**src/rtl/flpte_pkg.sv**
```systemverilog
// shared types, codes and sizes of the four-level page table engine
// no dependencies; used by flpte_ctrl, flpte_dpath and the top level
`default_nettype none

package flpte_pkg;

    localparam int POOL_PAGES    = 64;
    localparam int TABLE_ENTRIES = 512;

    localparam int PAGE_W  = $clog2(POOL_PAGES);
    localparam int IDX_W   = $clog2(TABLE_ENTRIES);
    localparam int ADDR_W  = PAGE_W + IDX_W;
    localparam int NFP_W   = $clog2(POOL_PAGES + 1);
    localparam int BASE_W  = 40;
    localparam int LEVEL_W = 2;

    localparam logic [BASE_W-1:0] BASE_RESET = BASE_W'(256);

    // request codes
    localparam logic [2:0] FN_MAP       = 3'd0;
    localparam logic [2:0] FN_UNMAP     = 3'd1;
    localparam logic [2:0] FN_PROTECT   = 3'd2;
    localparam logic [2:0] FN_GET_FLAGS = 3'd3;
    localparam logic [2:0] FN_TRANSLATE = 3'd4;

    // status codes
    localparam logic [2:0] ST_OK      = 3'd0;
    localparam logic [2:0] ST_VUNAL   = 3'd1;
    localparam logic [2:0] ST_PUNAL   = 3'd2;
    localparam logic [2:0] ST_FULL    = 3'd3;
    localparam logic [2:0] ST_HUGE    = 3'd4;
    localparam logic [2:0] ST_ABSENT  = 3'd5;
    localparam logic [2:0] ST_MAPPED  = 3'd6;
    localparam logic [2:0] ST_FOREIGN = 3'd7;

    localparam logic [LEVEL_W-1:0] LEVEL_LEAF = 2'd3;

    localparam logic [63:0] PG_MASK    = 64'hFFFF_FFFF_FFFF_F000;
    localparam logic [63:0] FRAME_MASK = 64'h000F_FFFF_FFFF_F000;
    localparam logic [63:0] KEEP_MASK  = 64'h8000_0000_0000_011E;
    localparam logic [63:0] READ_MASK  = 64'h8000_0000_0000_01FF;
    localparam logic [63:0] LINK_FLAGS = 64'h0000_0000_0000_0003;

    localparam int BIT_PRESENT = 0;
    localparam int BIT_HUGE    = 7;

    // controller to datapath
    typedef struct packed {
        logic               load;
        logic               pre;
        logic               rd;
        logic               eval;
        logic               emit;
        logic               clr_wr;
        logic [ADDR_W-1:0]  clr_addr;
        logic [LEVEL_W-1:0] level;
    } t_cmd;

    // datapath to controller
    typedef struct packed {
        logic pre_done;
        logic ev_done;
        logic out_free;
    } t_sts;

endpackage

`default_nettype wire

```
**src/rtl/flpte_ctrl.sv**
```systemverilog
// sequencer of the page table engine: clearing pass, walk levels, result hand-off
// depends on flpte_pkg
`default_nettype none

module flpte_ctrl (
    input  wire                logic i_clk,
    input  wire                logic i_rst_n,
    input  wire                logic i_req_valid,
    output flpte_pkg::t_cmd    o_cmd,
    input  wire flpte_pkg::t_sts i_sts,
    output logic               o_req_stall
);

    localparam logic [2:0] S_CLEAR = 3'd0;
    localparam logic [2:0] S_IDLE  = 3'd1;
    localparam logic [2:0] S_CHECK = 3'd2;
    localparam logic [2:0] S_READ  = 3'd3;
    localparam logic [2:0] S_EVAL  = 3'd4;
    localparam logic [2:0] S_DONE  = 3'd5;

    logic [2:0]                          r_state, n_state;
    logic [flpte_pkg::LEVEL_W-1:0]       r_level, n_level;
    logic [flpte_pkg::ADDR_W-1:0]        r_clr, n_clr;

    always_comb begin
        n_state      = r_state;
        n_level      = r_level;
        n_clr        = r_clr;
        o_cmd        = '0;
        o_cmd.level  = r_level;
        o_cmd.clr_addr = r_clr;
        case (r_state)
            S_CLEAR: begin
                o_cmd.clr_wr = 1'b1;
                n_clr = r_clr + 1'b1;
                if (&r_clr) begin
                    n_state = S_IDLE;
                end
            end
            S_IDLE: begin
                if (i_req_valid) begin
                    o_cmd.load = 1'b1;
                    n_state = S_CHECK;
                end
            end
            S_CHECK: begin
                o_cmd.pre = 1'b1;
                n_level = '0;
                n_state = i_sts.pre_done ? S_DONE : S_READ;
            end
            S_READ: begin
                o_cmd.rd = 1'b1;
                n_state = S_EVAL;
            end
            S_EVAL: begin
                o_cmd.eval = 1'b1;
                if (i_sts.ev_done) begin
                    n_state = S_DONE;
                end else begin
                    n_level = r_level + 1'b1;
                    n_state = S_READ;
                end
            end
            S_DONE: begin
                if (i_sts.out_free) begin
                    o_cmd.emit = 1'b1;
                    n_state = S_IDLE;
                end
            end
            default: begin
                n_state = S_IDLE;
            end
        endcase
    end

    always_ff @(posedge i_clk) begin
        if (!i_rst_n) begin
            r_state <= S_CLEAR;
            r_level <= '0;
            r_clr   <= '0;
        end else begin
            r_state <= n_state;
            r_level <= n_level;
            r_clr   <= n_clr;
        end
    end

    assign o_req_stall = (r_state != S_IDLE);

endmodule

`default_nettype wire

```
**config.mk**
```make
export PLATFORM = sky130hd
export DESIGN_NAME = flpte_ctrl
export DESIGN_NICKNAME = d
export VERILOG_FILES = /design/src/rtl/flpte_pkg.sv /design/src/rtl/flpte_ctrl.sv
export SDC_FILE = /design/constraint.sdc
export NUM_CORES = 1
export LEC_CHECK = 0
export BUFFER_PORTS_ARGS = -buffer_cell sky130_fd_sc_hd__buf_2
export CAP_MARGIN = 30
export CORE_MARGIN = 2
export CORE_UTILIZATION = 53
export CTS_CLUSTER_DIAMETER = 100
export CTS_CLUSTER_SIZE = 24
export DETAILED_ROUTE_END_ITERATION = 8
export HOLD_SLACK_MARGIN = 0.03
export PLACE_DENSITY = 0.89
export SLEW_MARGIN = 5
export SYNTH_ARGS = -nofsm -noshare
export SYNTH_HDL_FRONTEND = slang
export SYNTH_SLANG_ARGS = --single-unit
```
**constraint.sdc**
```tcl
create_clock -name i_clk -period 3 [get_ports i_clk]
set_input_delay 0.6 -clock i_clk [delete_from_list [all_inputs] [get_ports i_clk]]
set_output_delay 0.6 -clock i_clk [all_outputs]
set_load 0.02 [all_outputs]
```
==> results.yml <==
status:
  status: "complete, no violations"
finish:
  finalNonFillerCells: 169
  nets: 151
  final_design_area_no_fill_um2: 1210
  area_growth_pct: 15.5
  n_antenna_cell: 0
  drive_gt1_frac: 0.261
  fillCellCount: 188
  mostFrequentLayoutCell: "buf_2"
  layout_common_cells: "buf_2, dfxtp_1, and2_1"
hold_path:
  hp-class: "reg2reg"
cts:
  cts_max_level: 1
  tritoncts: "built"
  cts_hold_buf: 0
  clk_latency_ns: 0.31
  cts_setup_buffers: 0
  cts.repair.resized: 0
  cts_buffer_depth: 2
  root_buffer: "clkbuf_4"
  path_clk_slew_ns: 0.11
  clock-sinks: 20
  numCtsBuffers: 3
global_route:
  track_usage: 0.192
  grt_use_met1: 0.226
  gr-usage-met3: 0.0278
  grt_pass1_vias: 830
  grt_pass1_wl_um: 3620
  grt_use_met2: 0.345
  antenna_found_initial: 0
  grt_max_degree: 22
  grt_overflow: 0
  grt_most_used_layer: "met2"
placed_design:
  dp_slack_ns: 1.29
  place_hpwl_um: 1600
  dpl.cell_count: 166
  io_buffers: 29
  globalplace.congestion: 0.792
  place_area_um2: 1190
route:
  drc_errors: 0
  post_drt_via_cell_ratio: 5.41
  drtIter0Drc: 17
  vias: 915
  dr.pass1.iters: 4
  antenna_left: 0
  routed_wl_um: 2120
  avgRoutedWirePerCell_um: 12.5
power_and_ir_drop:
  p_leak_nw: 0.507
  power_density_nw_per_um2: 356
  vdd_drop_max_uv: 235
synth:
  syn_area_per_cell_um2: 9.06
  ys_seq_area_frac: 0.381
  synth_edf_count: 0
  synth-seq-cells: 20
  async_flop_share: 0
  syn-num-nets: 123
  synthDistinctLibCells: 39
  synth.cell_area_um2: 1050
  syn_inst: 116
  ys.flop_type: "dfxtp_1"
  yosys_warnings: 0
worst_setup_path:
  max_stage_delay_ns: 0.48
  path_buf_inv: 2
  cp_max_fo: 9
  path_depth: 3
  crit_arrival_ns: 1.46
  path_delay_family: "simple AND/OR/NAND/NOR gates"
  worstSetupEndpointType: "output pin"
  worst_setup_path_start_kind: "flop"
  endpoint: "o_cmd[17]"
  r2r-start: "r_clr[4]"
  path_cells: "or3_4, clkinv_4, buf_2"
  r2r_end: "r_state[0]"
  r2r_cells: 4
  r2r_setup_slack_ns: 1.28
  crit_start: "r_state[2]"
  cp.required_ns: 2.40
  crit_type: "reg2out"
  slowest_stage: "or3_4"
sta:
  fmax_ghz: 0.485
  rsz0062_at_grt: "false"
  fin_ws_ns: 0.938
  timing.hold.ws_ns: 0.505
  fin_crit_sh: 0.687
  finalHoldViolCount: 0
  post-route-min-period_ns: 2.06
  slew_headroom: 0.675
  drv_slew: 0
  worst_pin_slew_ns: 0.482
  setup_viol: 0
  skew_ns: 0.00386
  setup_tns_ns: 0
die:
  start_util: 0.547
  core_um2: 1920
  die_y_um: 48.5
  fp.dieW_um: 48.5
  die_area_um2: 2360
  pin_count: 30
  fp-row-count: 16
job:
  max_cap_violations: 0
Yosys cell counts, drive strengths merged, types with 2 or more instances:
cell     n  area (um2)
nor2     7        26.3
nand2b   2        12.5
a21boi   4        30.0
xnor2    7        61.3
nand3b   2        15.0
buf      3        27.5
clkbuf   3        11.3
and4     2        17.5
and3     3        18.8
nand4    5        46.3
dfxtp   20         400
xor2     3        26.3
o21ai    4        20.0
nor2b    2        12.5
nand3    5        25.0
or3      3        23.8
nand2    9        33.8
nor3b    2        15.0
mux2i    2        20.0
inv      2        7.51
and2    11        68.8
nor3     2        10.0
through the flow:
stage,util,total power [mW]
3_3_place_gp,0.620,0.306
2_1_floorplan,-,0.296
4_1_cts,0.632,0.430
6_report,0.632,0.432
3_5_place_dp,0.620,0.307
5_1_grt,0.632,0.445
final cells by class:
type,instances,area (um2),area share
Timing Repair Buffer,29,145,0.120
Sequential cell,20,400,0.330
Clock buffer,3,22.5,0.0186
Tap cell,27,33.8,0.0278
Multi-Input combinational cell,87,596,0.491
Inverter,3,16.3,0.0134
per-layer routing:
metal / vias to the layer above / part of all wire / wire length (um)
li1: 455 / - / -
met1: 434 / 0.45 / 959
met2: 21 / 0.49 / 1040
met3: 5 / 0.035 / 74
met4: 0 / 0.020 / 42
met5: - / 0 / 0
logic make-up (layout without fill, tap and decap cells):
family	after synthesis	count (layout)	synth area share
AND/OR/NAND/NOR	58	58	0.344
adder cells (fa/ha/maj)	1	1	0.0119
AO/OA/AOI/OAI	15	15	0.0976
multiplexers	3	3	0.0298
XOR/XNOR	10	10	0.0833
buffers and inverters	9	35	0.0524
flip-flops	20	20	0.381
state kept, by name (all words and copies together), names as in the netlist:
| register | flops |
|---|---|
| r_clr | 15 |
| r_level | 2 |
| r_state | 3 |
worst min-delay path: stages (launching register included):
cell and delay [ns]:
dfxtp_1 0.34, o31ai_1 0.07, a21boi_1 0.05
how the worst min path moves through the flow:
stage	startpoint	endpoint	slack (ns)	depth (start not counted)
floorplan	r_clr[14]	r_clr[14]	0.55	2
global placement	r_clr[14]	r_clr[14]	0.48	2
detailed placement	r_clr[14]	r_clr[14]	0.49	2
CTS	r_clr[14]	r_clr[14]	0.50	2
global route	r_clr[14]	r_clr[14]	0.53	2
finish	r_clr[14]	r_clr[14]	0.50	2
power by group:
| group | switching, mW | leakage (nW) | internal, mW |
|---|---|---|---|
| sequential | 0.00473 | 0.162 | 0.269 |
| clock | 0.0839 | 0.0138 | 0.0469 |
| combinational | 0.0153 | 0.331 | 0.0115 |
| total | 0.104 | 0.507 | 0.328 |
No activity file was read; power rests on OpenSTA's default activity.
